`config.mk`:
```
export PLATFORM = sky130hd
export DESIGN_NAME = stepper_wave_drive_sequencer
export DESIGN_NICKNAME = d
export VERILOG_FILES = /design/src/design/swds_pkg.sv /design/src/design/swds_scale.sv /design/src/design/stepper_wave_drive_sequencer.sv
export SDC_FILE = /design/constraint.sdc
export NUM_CORES = 1
export LEC_CHECK = 0
export BUFFER_PORTS_ARGS = -buffer_cell sky130_fd_sc_hd__buf_4
export CORE_MARGIN = 5
export CORE_UTILIZATION = 60
export DETAILED_ROUTE_END_ITERATION = 8
export PLACE_DENSITY_LB_ADDON = 0.12
export SYNTH_ARGS = -nofsm -noshare
export SYNTH_HDL_FRONTEND = slang
export SYNTH_HIERARCHICAL = 1
export SYNTH_SLANG_ARGS = --single-unit
export TNS_END_PERCENT = 10
```
`constraint.sdc`:
```
create_clock -name clk -period 12.8 [get_ports clk]
set_input_delay 1.92 -clock clk [delete_from_list [all_inputs] [get_ports clk]]
set_output_delay 1.92 -clock clk [all_outputs]
set_load 0.01 [all_outputs]
```
`src/design/swds_pkg.sv`:
```
package swds_pkg;

  localparam int unsigned STEPS_PER_REV_DEF = 2048;
  localparam int unsigned MAX_DEGREES_DEF   = 360;

  localparam int unsigned PERIOD_W = 16;
  localparam int unsigned STEP_W   = 12;
  localparam int unsigned ANGLE_W  = 10;
  localparam int unsigned COIL_W   = 4;
  localparam int unsigned CFG_IDX_W = 1;

  localparam logic [PERIOD_W-1:0] CW_PERIOD_RST  = 16'd6;
  localparam logic [PERIOD_W-1:0] CCW_PERIOD_RST = 16'd4;
  localparam logic [COIL_W-1:0]   COILS_OFF      = 4'hF;

  typedef enum logic {
    OP_ROTATE = 1'b0,
    OP_TICK   = 1'b1
  } op_t;

  typedef enum logic [1:0] {
    DIR_CW    = 2'd0,
    DIR_CCW   = 2'd1,
    DIR_BAD_A = 2'd2,
    DIR_BAD_B = 2'd3
  } dir_t;

  typedef enum logic [1:0] {
    ST_OK        = 2'd0,
    ST_BAD_DIR   = 2'd1,
    ST_BAD_ANGLE = 2'd2,
    ST_BUSY      = 2'd3
  } status_t;

  typedef enum logic [CFG_IDX_W-1:0] {
    REG_CW_PERIOD  = 1'b0,
    REG_CCW_PERIOD = 1'b1
  } cfg_reg_t;

  typedef struct packed {
    logic               op;
    logic [1:0]         direction;
    logic [ANGLE_W-1:0] angle;
  } swds_in_t;

  typedef struct packed {
    logic [COIL_W-1:0] coils;
    logic              busy_res;
    logic [1:0]        status;
  } swds_out_t;

  // active-low wave drive pattern for one step of a run
  function automatic logic [COIL_W-1:0] phase_coil(input logic ccw, input logic [1:0] idx);
    logic [1:0] bit_sel;
    bit_sel = ccw ? idx : 2'(2'd3 - idx);
    return ~(COIL_W'(1) << bit_sel);
  endfunction

endpackage

```
`src/design/swds_scale.sv`:
```
module swds_scale #(
  parameter int unsigned STEPS_PER_REV = swds_pkg::STEPS_PER_REV_DEF,
  parameter int unsigned MAX_DEGREES   = swds_pkg::MAX_DEGREES_DEF
) (
  input  logic [swds_pkg::ANGLE_W-1:0] angle,
  output logic [swds_pkg::STEP_W-1:0]  steps
);
  import swds_pkg::*;

  // floor(angle * STEPS_PER_REV / MAX_DEGREES), clamped to STEP_MAX, as one multiply by a rounded-up reciprocal
  localparam int unsigned    SCALE_SHIFT = ANGLE_W * 2;
  localparam longint unsigned RECIP =
    ((longint'(STEPS_PER_REV) << SCALE_SHIFT) + longint'(MAX_DEGREES) - 1) /
    longint'(MAX_DEGREES);
  localparam int unsigned RECIP_W = $clog2(RECIP + 1);
  localparam int unsigned PROD_W  = ANGLE_W + RECIP_W;
  localparam int unsigned QUOT_W  = PROD_W - SCALE_SHIFT;
  localparam logic [STEP_W-1:0] STEP_MAX = '1;

  logic [PROD_W-1:0] prod;
  logic [QUOT_W-1:0] quot;

  assign prod  = PROD_W'(angle) * PROD_W'(RECIP);
  assign quot  = prod[PROD_W-1:SCALE_SHIFT];
  assign steps = (quot > QUOT_W'(STEP_MAX)) ? STEP_MAX : STEP_W'(quot);

endmodule

```
`src/design/stepper_wave_drive_sequencer.sv`:
```
// An accepted input beat is held in the input register, its result beat in the
// result register. Throughput: one beat per cycle; one pass of logic between the input
// register and the result register, stalls propagate back in the same cycle.
// Reset (rst_n low, synchronous): idle, coils all off, periods 6 (cw) and 4 (ccw),
// both stage registers empty.
module stepper_wave_drive_sequencer #(
  parameter int unsigned STEPS_PER_REV = swds_pkg::STEPS_PER_REV_DEF,
  parameter int unsigned MAX_DEGREES   = swds_pkg::MAX_DEGREES_DEF
) (
  input  logic                           clk,
  input  logic                           rst_n,
  input  logic                           in_valid,
  output logic                           in_stall,
  input  swds_pkg::swds_in_t             in_data,
  output logic                           out_valid,
  input  logic                           out_stall,
  output swds_pkg::swds_out_t            out_data,
  input  logic                           cfg_we,
  input  logic [swds_pkg::CFG_IDX_W-1:0] cfg_index,
  input  logic [swds_pkg::PERIOD_W-1:0]  cfg_wdata
);
  import swds_pkg::*;

  logic                in_valid_r;
  swds_in_t            in_data_r;
  logic                out_valid_r;
  swds_out_t           out_data_r, out_nxt;

  logic [PERIOD_W-1:0] cw_period_r, ccw_period_r;

  logic                running_r, running_nxt;
  logic [STEP_W-1:0]   step_total_r, step_total_nxt;
  logic [STEP_W-1:0]   step_index_r, step_index_nxt;
  logic [PERIOD_W-1:0] hold_count_r, hold_count_nxt;
  logic                run_dir_r, run_dir_nxt;
  logic [COIL_W-1:0]   coil_drive_r, coil_drive_nxt;

  logic                adv, in_take, fire;
  logic [STEP_W-1:0]   steps;
  logic [PERIOD_W-1:0] period, hold_inc;
  logic [STEP_W-1:0]   index_inc;
  status_t             status;

  swds_scale #(
    .STEPS_PER_REV (STEPS_PER_REV),
    .MAX_DEGREES   (MAX_DEGREES)
  ) u_scale (
    .angle (in_data_r.angle),
    .steps (steps)
  );

  assign adv      = !out_valid_r || !out_stall;
  assign in_stall = in_valid_r && !adv;
  assign in_take  = in_valid && !in_stall;
  assign fire     = in_valid_r && adv;

  assign out_valid = out_valid_r;
  assign out_data  = out_data_r;

  always_comb begin
    period = run_dir_r ? ccw_period_r : cw_period_r;
    if (period == '0) begin
      period = PERIOD_W'(1);
    end
    hold_inc  = hold_count_r + PERIOD_W'(1);
    index_inc = step_index_r + STEP_W'(1);

    running_nxt    = running_r;
    step_total_nxt = step_total_r;
    step_index_nxt = step_index_r;
    hold_count_nxt = hold_count_r;
    run_dir_nxt    = run_dir_r;
    coil_drive_nxt = coil_drive_r;
    status         = ST_OK;

    if (in_data_r.op == OP_ROTATE) begin
      if (running_r) begin
        status = ST_BUSY;
      end else if (in_data_r.angle > ANGLE_W'(MAX_DEGREES)) begin
        status = ST_BAD_ANGLE;
      end else begin
        coil_drive_nxt = COILS_OFF;
        if (!(in_data_r.direction inside {DIR_CW, DIR_CCW})) begin
          status = ST_BAD_DIR;
        end else begin
          step_total_nxt = steps;
          step_index_nxt = '0;
          hold_count_nxt = '0;
          run_dir_nxt    = (in_data_r.direction == DIR_CCW);
          running_nxt    = (steps != '0);
        end
      end
    end else if (running_r) begin
      if (hold_count_r == '0) begin
        coil_drive_nxt = phase_coil(run_dir_r, step_index_r[1:0]);
      end
      hold_count_nxt = hold_inc;
      if (hold_inc >= period || hold_inc == '0) begin
        hold_count_nxt = '0;
        step_index_nxt = index_inc;
        if (index_inc >= step_total_r) begin
          running_nxt = 1'b0;
        end
      end
    end

    out_nxt.coils    = coil_drive_nxt;
    out_nxt.busy_res = running_nxt;
    out_nxt.status   = status;
  end

  always_ff @(posedge clk) begin
    if (!rst_n) begin
      in_valid_r   <= 1'b0;
      out_valid_r  <= 1'b0;
      cw_period_r  <= CW_PERIOD_RST;
      ccw_period_r <= CCW_PERIOD_RST;
      running_r    <= 1'b0;
      step_total_r <= '0;
      step_index_r <= '0;
      hold_count_r <= '0;
      run_dir_r    <= 1'b0;
      coil_drive_r <= COILS_OFF;
    end else begin
      if (in_take) begin
        in_valid_r <= 1'b1;
      end else if (adv) begin
        in_valid_r <= 1'b0;
      end
      if (fire) begin
        out_valid_r  <= 1'b1;
        running_r    <= running_nxt;
        step_total_r <= step_total_nxt;
        step_index_r <= step_index_nxt;
        hold_count_r <= hold_count_nxt;
        run_dir_r    <= run_dir_nxt;
        coil_drive_r <= coil_drive_nxt;
      end else if (!out_stall) begin
        out_valid_r <= 1'b0;
      end
      if (cfg_we) begin
        case (cfg_index)
          REG_CW_PERIOD:  cw_period_r  <= cfg_wdata;
          REG_CCW_PERIOD: ccw_period_r <= cfg_wdata;
          default: ;
        endcase
      end
    end
  end

  always_ff @(posedge clk) begin
    if (in_take) begin
      in_data_r <= in_data;
    end
    if (fire) begin
      out_data_r <= out_nxt;
    end
  end

endmodule
```
# Word level (Yosys, flattened, before mapping)
# Cells that the tools add are included.
op_classes:
  n_reduce_logical: 22
  muxes: 35
  order_cmp: 4
  n_mul: 1
  n_addsub: 3
  bitwise_logic: 5
  shift: 1
  eq_ne: 6
op_table:
  columns: ["operator", "count"]
  rows:
  - ["two-way mux 16 bit", 8]
  - ["two-way mux 12 bit", 7]
  - ["logical NOT 16 bit", 3]
  - ["multiplier 10 x 23 -> 33 bit (second input constant)", 1]
  - ["two-way mux 4 bit", 5]
  - ["adder 16 x 1 -> 16 bit (second input constant)", 1]
  - [">= comparator 16 bit", 1]
  - ["> comparator 13 x 12 -> 1 bit (second input constant)", 1]
  - ["adder 12 x 1 -> 12 bit (second input constant)", 1]
  - [">= comparator 12 bit", 1]
  - ["two-way mux 1 bit", 12]
  - ["nonzero test 12 bit", 1]
  - ["> comparator 10 x 9 -> 1 bit (second input constant)", 1]
  - ["AND reduction 5 bit", 2]
  - ["two-way mux 2 bit", 3]
  - ["!= test 2 x 1 -> 1 bit (second input constant)", 3]
  - ["AND reduction 6 bit", 1]
  - ["nonzero test 2 bit", 3]
  - ["logical NOT 1 bit", 4]
  - ["!= test 2 bit (second input constant)", 2]
  - ["inverter 1 bit", 4]
  - ["inverter 4 bit", 1]
  - ["AND reduction 2 bit", 2]
  - ["<< shifter 1 x 2 -> 4 bit (first input constant)", 1]
  - ["5 further kinds", 8]
totals:
  input_bits: 35
  output_inout_bits: 9
  elab_cells: 93
  reg_bits: 100

# Logic depth before layout (Yosys ltp)
# Gate-level depths: netlist of run 1.
logic_depth:
  depth_word: 8
  mapped_depth: 24
  mapped_depth_nobuf: 22

# Modules after synthesis
# The synthesis of run 1 kept the hierarchy.
modules_own_cells:
  columns: ["module", "seq_area_each_um2", "area_per_inst_um2", "cells_per_inst", "n_inst"]
  rows:
  - ["stepper_wave_drive_sequencer", 2202.1, 5446.5, 627, 1]
  - ["swds_scale", 0.0, 2911.5, 315, 1]

# Least setup slack after synthesis of run 1
# OpenSTA, ideal clock, no wires.
synth_path:
  kind: "reg-to-reg"
  from: "register in_data_r[9] (netlist bit)"
  to: "register out_data_r (netlist bit out_data[2]), data pin"
  setup_time_ns: 0.268
  arrival_time_ns: 5.290
  path_slack_ns: 7.242
  path_stages_with_launch: 20
  period_less_slack_ns: 5.558
  required_time_ns: 12.532
  path_buffers: 0
  path_cell_list: "edfxtp_1 ha_1 fa_1 fa_1 inv_1 fa_1 inv_1 ha_1 ha_1 nand4_1 o22ai_1 a21oi_4 o2111ai_4 a2111oi_4 o31a_1 a2bb2o_2 nor4_1 nand3_1 a31oi_1 o21ai_0"
synth_between:
  elab_chain_cells: 8
  elab_cells_between_ends: 9
  classes_between: "mul: 1; order compare: 2; mux: 5; reduce/logical: 1"
synth_rtl:
  columns: ["element", "line", "text"]
  rows:
  - ["start, declared", "stepper_wave_drive_sequencer.sv:25", "swds_in_t in_data_r;"]
  - ["start signal, assigned", "stepper_wave_drive_sequencer.sv:153", "in_data_r <= in_data;"]
  - ["multiplier 10 x 23 -> 33 bit *", "swds_scale.sv:23", "assign prod = PROD_W'(angle) * PROD_W'(RECIP);"]
  - ["> comparator 13 x 12 -> 1 bit", "swds_scale.sv:25", "assign steps = (quot > QUOT_W'(STEP_MAX)) ? STEP_MAX : STEP_W'(quot);"]
  - ["two-way mux 12 bit *", "swds_scale.sv:25", null]
  - ["named net steps[7]", "stepper_wave_drive_sequencer.sv:39", "logic [STEP_W-1:0] steps;"]
  - ["nonzero test 12 bit *", "stepper_wave_drive_sequencer.sv:90", "running_nxt = (steps != '0);"]
  - ["two-way mux 1 bit *", "stepper_wave_drive_sequencer.sv:83", "if (!(in_data_r.direction inside {DIR_CW, DIR_CCW})) begin"]
  - ["two-way mux 1 bit *", "stepper_wave_drive_sequencer.sv:79", "end else if (in_data_r.angle > ANGLE_W'(MAX_DEGREES)) begin"]
  - ["two-way mux 1 bit *", "stepper_wave_drive_sequencer.sv:77", "if (running_r) begin"]
  - ["two-way mux 1 bit *", "stepper_wave_drive_sequencer.sv:76", "if (in_data_r.op == OP_ROTATE) begin"]
  - ["named net running_nxt", "stepper_wave_drive_sequencer.sv:31", "logic running_r, running_nxt;"]
  - ["end signal, assigned", "stepper_wave_drive_sequencer.sv:156", "out_data_r <= out_nxt;"]
  - ["end, declared", "stepper_wave_drive_sequencer.sv:27", "swds_out_t out_data_r, out_nxt;"]
# The timed path passes the listed nets; every way through them passes the cells marked *.
# A chain may end at the register's enable or synchronous reset.

# Final worst setup path of run 1
layout_path:
  from: "register in_data_r[8] (netlist bit)"
  to: "register out_data_r (netlist bit out_data[2]), data pin"
# The elaborated chain is that of the path after synthesis.

==> results by group, run 1 <==
Yosys
  – Sequential area share after synthesis: 26.3%
  – Syn avg cell area: 8.87 µm²
  – Post-Syn Area: 8360 µm²
  – Post-synth top area cell: dfxtp_1
  – Syn_nets: 1120
  – Cell variety after synth: 81
  – Share of the synthesized area in the top cell type: 19.2%
  – Post-synth ARST share: 0%
  – Main area contributors after synthesis: dfxtp_1 (19%), ha_1 (16%), fa_1 (8.1%)
  – Top FF cell, synth: dfxtp_1
  – Cells after Synth: 942
  – Seq cells post-synth: 100
  – Ys Warns: 6
  – Number of synthesized flops with an enable pin: 20

Detailed routing
  – DR vias: 6533
  – DRC violations left: 0
  – Routed WL: 18.0 mm
  – Antenna Nets Post-Route: 0
  – Routed vias/inst: 5.73
  – DR iter-0 viols: 354
  – Drt pass-1 iters: 4
  – Routed WL per cell: 15.8 µm

Floorplanning
  – IO Count: 44
  – Cell row count: 43
  – Starting Density: 60.7%
  – Die Area: 16400 µm²
  – Core Area: 13800 µm²
  – Die width: 128 µm
  – Die H: 128 µm

Placement
  – # port buffers: 43
  – Cell Area, Placed: 8710 µm²
  – GP Congestion: 0.907
  – Post-DP HPWL: 14.1 mm
  – Pre-CTS setup slack: 6.47 ns

STA
  – RSZ-0062 raised after global routing: false
  – Final setup viols: 0
  – Fin worst setup slack: 6.47 ns
  – Final Hold Viols: 0
  – Final TNS setup: 0 ns
  – Max Slew Vio Count: 0
  – Slew @ Worst Pin: 0.855 ns
  – Rel. slew slack: 42.6%
  – Final Skew: 0.00871 ns
  – Min cycle time layout: 6.33 ns
  – Max Fclk: 0.158 GHz
  – Fin crit share: 49.5%

Finish
  – Post-layout util: 65.4%
  – Final instance area: 9010 µm²
  – Share of cells above drive strength 1: 11.6%
  – Layout Nets: 1134
  – Antenna Cells: 0
  – Filler instances: 1237
  – Area growth syn-to-layout: 7.78%

Power and ir drop
  – Power Total: 0.00132 W
  – Pwr dens: 147 nW/µm²
  – Peak supply drop: 0.102 mV
  – Leak: 3.98 nW

Global routing
  – Gr usage total: 22.7%
  – Initial antenna violation count: 0
  – Global-route wire length before repair: 30.3 mm
  – Total gr overflow: 0
  – Number of global-route vias before repair: 6297
  – Largest net degree at the start of global routing: 59

Critical path
  – Worst path max stage delay: 0.77 ns
  – Crit Path Max Fanout: 12
  – Crit path arrival time: 6.43 ns
  – CP required: 12.90 ns
  – Internal reg-to-reg setup slack: 6.47 ns
  – Critical Path End Type: flip-flop
  – Critical path type: reg -> reg
  – Worst-path cell chain: inv_1 -> ha_1 -> fa_1 -> inv_1 -> fa_1 -> fa_1 -> ha_1 -> ha_1 -> nand4_1 -> nor2_1 -> nand3_1 -> o2111ai_4 -> a2111oi_4 -> nor4_4 -> a2bb2o_2 -> nor4_1 -> nand3_1 -> a31oi_1 -> o21ai_0
  – Type of origin of the critical path: flip-flop
  – Critical-path top delay cell: nor4_4

Clock tree
  – Post-CTS Repair Setup Buffers: 0
  – Number of CTS-inserted buffers: 9
  – Clock sink total: 100
  – H-tree Lvls: 3
  – Reg clk slew, reported paths: 0.07 ns
  – Clock Tree Root: clkbuf_16
  – Clk buf depth: 2
  – Post-CTS resize count: 0
  – Later-pin clock latency in the skew report: 0.35 ns
  – CTS Hold Bufs: 0
  – CTS tree: done

Run status
  – Status: finished, final reports clean

Run
  – Max-cap violations: 0

Min path
  – Worst Hold Class: reg -> reg
-- through the flow --
step | hold WS, ns | std cells
2_1_floorplan | 0.436 | 942
3_3_place_gp | 0.441 | 1125
3_5_place_dp | 0.446 | 1125
4_1_cts | 0.456 | 1141
5_1_grt | 0.470 | 1141
6_report | 0.457 | 1141
-- routing by layer --
layer / track usage [%] / up-vias / wire (µm)
met1: 31.5 / 3086 / 8700
met2: 36.8 / 112 / 8440
li1: - / 3314 / -
met5: 0 / - / 0
met3: 3.79 / 21 / 649
met4: 6.49 / 0 / 248
-- layout by cell type (no fill, tap or decap), types with 4 or more instances in the layout --
cell       count
o21ai_0       18
dfxtp_1       80
xnor2_1       16
clkbuf_16     10
nand4_1       15
and3_1         6
buf_4         49
or3b_2         5
nor3_1        15
a21oi_1       64
or3_1          5
fa_1          34
inv_1         89
a221o_1        4
a31oi_1        7
nand2_1      139
and2_1         8
a21o_1         9
edfxtp_1      20
nor4_1         7
mux2i_1       40
and4_1         4
a211oi_1       5
o21ai_2        8
o2bb2ai_1      4
ha_1         109
or2_2          4
a2111oi_0      7
nor2b_1        9
nor2_1        50
nand3_1       28
xor2_1        19
-- sequential cells by signal (all words and copies together), names as in the netlist --
register,flops
cw_period_r,16
ccw_period_r,16
step_index_r,12
coil_drive_r,4
in_valid_r,1
running_r,1
step_total_r,12
run_dir_r,1
hold_count_r,16
in_data_r,13
out_valid,1
out_data,7
-- cell usage after synthesis, types with 3 or more instances --
library cell	number
and4_1	4
a21oi_4	3
a211oi_1	5
nand4_1	15
xor2_1	19
and3_1	6
dfxtp_1	80
a31oi_1	7
mux2i_1	40
nand2_1	139
o2bb2ai_1	4
nor3_1	15
o31ai_1	3
nor2_1	50
buf_4	4
o2111ai_1	3
or2_2	4
a21oi_2	3
or3_1	5
nand2b_1	3
nand3_1	28
nor4_1	7
a2111oi_0	7
edfxtp_1	20
inv_1	90
and2_1	8
nor2b_1	9
buf_2	5
ha_1	109
a221o_1	4
a221oi_1	3
buf_6	5
xnor2_1	16
a21o_1	9
o21ai_2	8
fa_1	34
buf_1	4
o22a_1	3
a21oi_1	64
o21ai_0	18
or3b_2	5
clkbuf_1	27
-- layout make-up --
cell class,instances,area (µm²),area share (%)
clock buffers,10,250,2.78
inverters,90,338,3.75
flip-flops and latches,100,2200,24.4
repair buffers,49,368,4.08
clock inverters,6,50.0,0.556
well taps,180,225,2.50
multi-input cells,706,5580,61.9
-- worst max-delay path, delay by kind of cell (launching register included) --
kind / cells / cell delay (ns)
and+or+nand+nor: 6 / 1.72
DFF: 1 / 0.49
adders and majority gates: 6 / 2.65
buffers and inverters: 2 / 0.13
AOI/OAI and AO/OA: 5 / 1.07
-- report_power, final --
part / switching [W] / internal [W]
Sequential: 0.00000913 / 0.000332
Clock: 0.000127 / 0.000147
Combinational: 0.000413 / 0.000293
-- worst paths after layout --
check / from / endpoint / cells past startpoint
worst max-delay path: in_data_r[8]$_DFFE_PP_ / out_data[2]$_DFFE_PP_ / 19
worst min-delay path: cw_period_r[8]$_SDFFE_PN0P_ / cw_period_r[8]$_SDFFE_PN0P_ / 2
worst max register to register: in_data_r[8]$_DFFE_PP_ / out_data[2]$_DFFE_PP_ / 19
worst min register to register: cw_period_r[8]$_SDFFE_PN0P_ / cw_period_r[8]$_SDFFE_PN0P_ / 2
-- cell families after synthesis --
logic type | count (synthesis) | synth area share, %
compound gates | 171 | 15.0
buf+inv | 136 | 6.95
xor+xnor | 36 | 3.86
fa+ha+maj | 143 | 24.5
mux | 43 | 5.24
simple gates | 313 | 18.1
flops | 100 | 26.3
Note: power is estimated with default switching activity, not from simulation.
==> run 2: changes to the inputs <==
- clock period: 12.8 -> 6.4 ns (I/O delays scaled with it)
==> results by group, run 2 (same netlist as run 1, synthesis figures left out) <==
Run status
  – Status: finished, final reports clean (unchanged)

Run
  – Max-cap violations: 0 (unchanged)

Detailed routing
  – DRC violations left: 0 (unchanged)
  – Routed WL: 18.3 mm (was 18.0 mm)
  – Antenna Nets Post-Route: 0 (unchanged)
  – DR iter-0 viols: 407 (was 354)
  – Drt pass-1 iters: 4 (unchanged)
  – DR vias: 6534 (was 6533)
  – Routed vias/inst: 5.70 (was 5.73)
  – Routed WL per cell: 16.0 µm (was 15.8 µm)

STA
  – Fin crit share: 94.0% (was 49.5%)
  – Min cycle time layout: 6.02 ns (was 6.33 ns)
  – Final Hold Viols: 0 (unchanged)
  – Final Skew: 0.00533 ns (was 0.00871 ns)
  – RSZ-0062 raised after global routing: false (unchanged)
  – Rel. slew slack: 33.2% (was 42.6%)
  – Max Slew Vio Count: 0 (unchanged)
  – Final setup viols: 0 (unchanged)
  – Final TNS setup: 0 ns (unchanged)
  – Fin worst setup slack: 0.384 ns (was 6.47 ns)
  – Slew @ Worst Pin: 1.00 ns (was 0.855 ns)
  – Max Fclk: 0.166 GHz (was 0.158 GHz)

Critical path
  – Internal reg-to-reg setup slack: 0.38 ns (was 6.47 ns)
  – Crit path arrival time: 6.11 ns (was 6.43 ns)
  – Critical Path End Type: flip-flop (unchanged)
  – CP endpoint: out_data[2]$_DFFE_PP_ (unchanged)
  – CP required: 6.49 ns (was 12.90 ns)
  – Type of origin of the critical path: flip-flop (unchanged)
  – RR Endpoint: out_data[2]$_DFFE_PP_ (unchanged)
  – Crit Path Max Fanout: 8 (was 12)
  – R2r worst-path depth: 19 (unchanged)
  – Critical path type: reg -> reg (unchanged)
  – Setup crit start: in_data_r[9]$_DFFE_PP_ (was in_data_r[8]$_DFFE_PP_)
  – RR Startpoint: in_data_r[9]$_DFFE_PP_ (was in_data_r[8]$_DFFE_PP_)

Placement
  – GP Congestion: 0.913 (was 0.907)
  – Pre-CTS setup slack: 0.307 ns (was 6.47 ns)
  – # port buffers: 43 (unchanged)
  – Post-DP HPWL: 14.2 mm (was 14.1 mm)

Finish
  – Biggest regs: ccw_period_r x16, cw_period_r x16, hold_count_r x16 (unchanged)
  – Commonest cells after routing, fill and taps aside: nand2_1 (139), ha_1 (109), inv_1 (89) (unchanged)
  – Share of cells above drive strength 1: 12.1% (was 11.6%)
  – Area growth syn-to-layout: 8.76% (was 7.78%)
  – Commonest non-fill, non-tap cell in the layout: nand2_1 (unchanged)
  – Layout Nets: 1140 (was 1134)
  – Filler instances: 1170 (was 1237)
  – Antenna Cells: 0 (unchanged)

Global routing
  – Number of global-route vias before repair: 6173 (was 6297)
  – Largest net degree at the start of global routing: 49 (was 59)
  – Global-route wire length before repair: 30.5 mm (was 30.3 mm)
  – Total gr overflow: 0 (unchanged)
  – Gr usage total: 22.9% (was 22.7%)
  – Initial antenna violation count: 0 (unchanged)

Clock tree
  – CTS Hold Bufs: 0 (unchanged)
  – Later-pin clock latency in the skew report: 0.35 ns (about the same)
  – H-tree Lvls: 3 (unchanged)
  – Number of CTS-inserted buffers: 9 (unchanged)
  – Clk buf depth: 2 (unchanged)
  – Clock sink total: 100 (unchanged)
  – Clock Tree Root: clkbuf_16 (unchanged)
  – CTS tree: done (unchanged)
  – Reg clk slew, reported paths: 0.07 ns (about the same)
  – Post-CTS resize count: 0 (unchanged)
  – Post-CTS Repair Setup Buffers: 0 (unchanged)

Floorplanning
  – Starting Density: 60.7% (unchanged)
  – Cell row count: 43 (unchanged)
  – IO Count: 44 (unchanged)
  – Die Area: 16400 µm² (unchanged)
  – Die H: 128 µm (unchanged)
  – Die width: 128 µm (unchanged)
  – Core Area: 13800 µm² (unchanged)

Power and ir drop
  – Pwr dens: 300 nW/µm² (was 147 nW/µm²)
  – Leak: 4.02 nW (was 3.98 nW)
  – Peak supply drop: 0.199 mV (was 0.102 mV)

Min path
  – Hold depth: 2 (unchanged)
  – Worst Hold Class: reg -> reg (unchanged)
==> run 2: cell types whose count changed in the layout (fill, tap and decap cells not counted) <==
cell / change
buf_4: +6
bufinv_16: +1
clkbuf_16: +1
clkinv_2: +1
clkinv_4: -2
inv_4: -1
==> run 2: area by class of cell <==
type / count / area, µm² / area share [%]
flip-flops and latches: 100 / 2200 / 24.2
multi-input cells: 706 / 5580 / 61.3
clock buffers: 11 / 275 / 3.03
clock inverters: 5 / 61.3 / 0.674
well taps: 180 / 225 / 2.48
repair buffers: 55 / 413 / 4.54
inverters: 90 / 338 / 3.72
==> run 2: how the worst min path moves through the flow <==
stage,startpoint,endpoint,slack (ns)
floorplan,cw_period_r[0]$_SDFFE_PN0P_,cw_period_r[0]$_SDFFE_PN0P_,0.44
global placement,cw_period_r[8]$_SDFFE_PN0P_,cw_period_r[8]$_SDFFE_PN0P_,0.44
detailed placement,cw_period_r[3]$_SDFFE_PN0P_,cw_period_r[3]$_SDFFE_PN0P_,0.45
CTS,cw_period_r[3]$_SDFFE_PN0P_,cw_period_r[3]$_SDFFE_PN0P_,0.46
global route,ccw_period_r[11]$_SDFFE_PN0P_,ccw_period_r[11]$_SDFFE_PN0P_,0.47
finish,cw_period_r[3]$_SDFFE_PN0P_,cw_period_r[3]$_SDFFE_PN0P_,0.45
==> run 2: layer usage <==
layer  global-route usage, %  vias up  part of all wire (%)
met5                       0        -                     0
met4                    5.93        0                   1.6
met3                    4.17       21                   4.4
met2                    36.7      142                    46
met1                    32.2     3046                    48
li1                        -     3325                     -
==> run 2: power breakdown <==
part | internal [W] | switching (W)
Combinational | 0.000592 | 0.000850
Sequential | 0.000663 | 0.0000180
Clock | 0.000354 | 0.000250
Total | 0.00161 | 0.00112
==> run 2: metrics by stage <==
step | area [µm²] | cells | power, W | util (%) | hold WS [ns]
floorplan | 8360 | 942 | 0.00183 | - | 0.436
global placement | 8730 | 1128 | 0.00210 | 63.4 | 0.442
detailed placement | 8730 | 1128 | 0.00211 | 63.4 | 0.446
CTS | 9070 | 1144 | 0.00273 | 65.8 | 0.456
global route | 9090 | 1147 | 0.00293 | 66.0 | 0.470
finish | 9090 | 1147 | 0.00273 | 66.0 | 0.455
==> run 2: critical path, cell delays in order (launching register included) <==
cell	delay (ns)
edfxtp_1	0.51
ha_1	0.39
fa_1	0.52
fa_1	0.55
inv_1	0.06
fa_1	0.53
inv_1	0.04
ha_1	0.28
ha_1	0.42
nand2_1	0.15
nor2_1	0.26
nand3_1	0.19
o2111ai_4	0.30
a2111oi_4	0.13
nor4_4	0.37
a2bb2o_2	0.34
nor4_1	0.29
nand3_1	0.14
a31oi_1	0.21
o21ai_0	0.09
==> run 3: changes to the inputs <==
- CORE_UTILIZATION: 60 -> 50
==> results by group, run 3 (same netlist as run 1, synthesis figures left out) <==
Run status
  – Status: finished, final reports clean (unchanged)

Critical path
  – Critical Path End Type: flip-flop (unchanged)
  – Crit path arrival time: 6.05 ns (was 6.11 ns)
  – Type of origin of the critical path: flip-flop (unchanged)
  – Worst-path cell chain: ha_1 -> fa_1 -> fa_1 -> inv_1 -> fa_1 -> inv_1 -> ha_1 -> ha_1 -> nand2_1 -> o22ai_1 -> a21oi_4 -> o2111ai_4 -> a2111oi_4 -> o31a_1 -> buf_4 -> o22ai_2 -> nor4_1 -> nand3_1 -> a31oi_1 -> o21ai_0 (was ha_1 -> fa_1 -> fa_1 -> inv_1 -> fa_1 -> inv_1 -> ha_1 -> ha_1 -> nand2_1 -> nor2_1 -> nand3_1 -> o2111ai_4 -> a2111oi_4 -> nor4_4 -> a2bb2o_2 -> nor4_1 -> nand3_1 -> a31oi_1 -> o21ai_0)
  – Crit Path Max Fanout: 11 (was 8)
  – Worst path max stage delay: 0.55 ns (about the same)
  – Critical path type: reg -> reg (unchanged)
  – CP required: 6.49 ns (about the same)
  – Critical-path top delay cell: fa_1 (unchanged)

Floorplanning
  – IO Count: 44 (unchanged)
  – Die H: 139 µm (was 128 µm)
  – Core Area: 16500 µm² (was 13800 µm²)
  – Cell row count: 47 (was 43)
  – Die width: 139 µm (was 128 µm)
  – Die Area: 19400 µm² (was 16400 µm²)
  – Starting Density: 50.8% (was 60.7%)

Finish
  – Biggest regs: ccw_period_r x16, cw_period_r x16, hold_count_r x16 (unchanged)
  – Post-layout util: 55.2% (was 66.0%)
  – Reg area: 2200 µm² (unchanged)
  – Antenna Cells: 0 (unchanged)
  – Commonest non-fill, non-tap cell in the layout: nand2_1 (unchanged)
  – Final instance area: 9080 µm² (was 9090 µm²)
  – Area growth syn-to-layout: 8.65% (was 8.76%)
  – Layout Nets: 1137 (was 1140)
  – Filler instances: 1557 (was 1170)
  – Share of cells above drive strength 1: 11.8% (was 12.1%)
  – Commonest cells after routing, fill and taps aside: nand2_1 (139), ha_1 (109), inv_1 (89) (unchanged)
  – Multi-input gate area: 5580 µm² (unchanged)

Global routing
  – Number of global-route vias before repair: 5981 (was 6173)
  – Largest net degree at the start of global routing: 62 (was 49)
  – Global-route wire length before repair: 30.8 mm (was 30.5 mm)
  – Initial antenna violation count: 0 (unchanged)
  – Total gr overflow: 0 (unchanged)
  – Gr usage total: 19.2% (was 22.9%)

Detailed routing
  – DR iter-0 viols: 384 (was 407)
  – Routed vias/inst: 5.42 (was 5.70)
  – DR vias: 6421 (was 6534)
  – Antenna Nets Post-Route: 0 (unchanged)
  – Max Used Layer: met4 (unchanged)
  – M1 WL: 9.32 mm (was 8.76 mm)
  – Drt pass-1 iters: 6 (was 4)
  – Routed WL per cell: 15.7 µm (was 16.0 µm)
  – DRC violations left: 0 (unchanged)
  – Met2 WL: 8.43 mm (was 8.50 mm)
  – Routed length on met3: 649 µm (was 803 µm)
  – Routed WL: 18.6 mm (was 18.3 mm)

Clock tree
  – Number of CTS-inserted buffers: 9 (unchanged)
  – H-tree Lvls: 3 (unchanged)
  – CTS Hold Bufs: 0 (unchanged)
  – Post-CTS Repair Setup Buffers: 0 (unchanged)
  – CTS tree: done (unchanged)
  – Reg clk slew, reported paths: 0.07 ns (about the same)
  – Clock sink total: 100 (unchanged)
  – Clk buf depth: 2 (unchanged)
  – Clock Tree Root: clkbuf_16 (unchanged)
  – Later-pin clock latency in the skew report: 0.36 ns (was 0.35 ns)
  – Post-CTS resize count: 0 (unchanged)

STA
  – Final TNS setup: 0 ns (unchanged)
  – Final setup viols: 0 (unchanged)
  – Slew @ Worst Pin: 0.869 ns (was 1.00 ns)
  – Fin crit share: 93.2% (was 94.0%)
  – Min cycle time layout: 5.96 ns (was 6.02 ns)
  – Final Hold Viols: 0 (unchanged)
  – Rel. slew slack: 42.0% (was 33.2%)
  – Max Fclk: 0.168 GHz (was 0.166 GHz)
  – Final Skew: 0.00977 ns (was 0.00533 ns)
  – Max Slew Vio Count: 0 (unchanged)
  – RSZ-0062 raised after global routing: false (unchanged)
  – Final hold slack: 0.455 ns (about the same)

Placement
  – Post-DP HPWL: 14.7 mm (was 14.2 mm)
  – GP Congestion: 0.849 (was 0.913)
  – Cell Area, Placed: 8780 µm² (was 8730 µm²)
  – # port buffers: 43 (unchanged)

Run
  – Max-cap violations: 0 (unchanged)

Power and ir drop
  – Pwr dens: 294 nW/µm² (was 300 nW/µm²)
  – Power Total: 0.00267 W (was 0.00273 W)
  – Peak supply drop: 0.168 mV (was 0.199 mV)
  – Leak: 3.99 nW (was 4.02 nW)

Min path
  – Worst Hold Class: reg -> reg (unchanged)
[run 3: final timing paths]
check | start | cells after the start | slack [ns] | end
setup / recovery | in_data_r[9]$_DFFE_PP_ | 20 | 0.44 | out_data[2]$_DFFE_PP_
hold / removal | ccw_period_r[3]$_SDFFE_PN0P_ | 2 | 0.46 | ccw_period_r[3]$_SDFFE_PN0P_
setup reg to reg | in_data_r[9]$_DFFE_PP_ | 20 | 0.44 | out_data[2]$_DFFE_PP_
hold reg to reg | ccw_period_r[3]$_SDFFE_PN0P_ | 2 | 0.46 | ccw_period_r[3]$_SDFFE_PN0P_
[run 3: per-layer routing]
| metal | track usage [%] | vias up |
|---|---|---|
| met5 | 0 | - |
| met4 | 4.33 | 0 |
| met3 | 3.09 | 17 |
| met2 | 29.7 | 113 |
| met1 | 28.3 | 2972 |
| li1 | - | 3319 |
[run 3: metrics by stage]
step                cells  worst slack (ns)
finish               1184             0.435
global route         1184           0.00388
detailed placement   1168             0.423
CTS                  1184             0.402
floorplan             942             0.842
global placement     1168             0.481
[run 3: where the power goes]
part,total [W],internal [W],switching (W)
clock,0.000562,0.000295,0.000267
sequential,0.000681,0.000663,0.0000183
combinational,0.00142,0.000588,0.000836
[run 3: layout make-up]
type	instances	area share, %
Sequential cell	100	24.2
Timing Repair Buffer	52	4.30
Clock buffer	10	2.76
Clock inverter	6	0.551
Inverter	90	3.72
Multi-Input combinational cell	706	61.4
Tap cell	220	3.03
[run 3: worst max-delay path, delay by kind of cell (launching register included)]
family | cells | cell delay, ns
flops | 1 | 0.50
simple gates | 3 | 0.61
fa+ha+maj | 6 | 2.64
compound gates | 8 | 1.62
buf+inv | 3 | 0.31
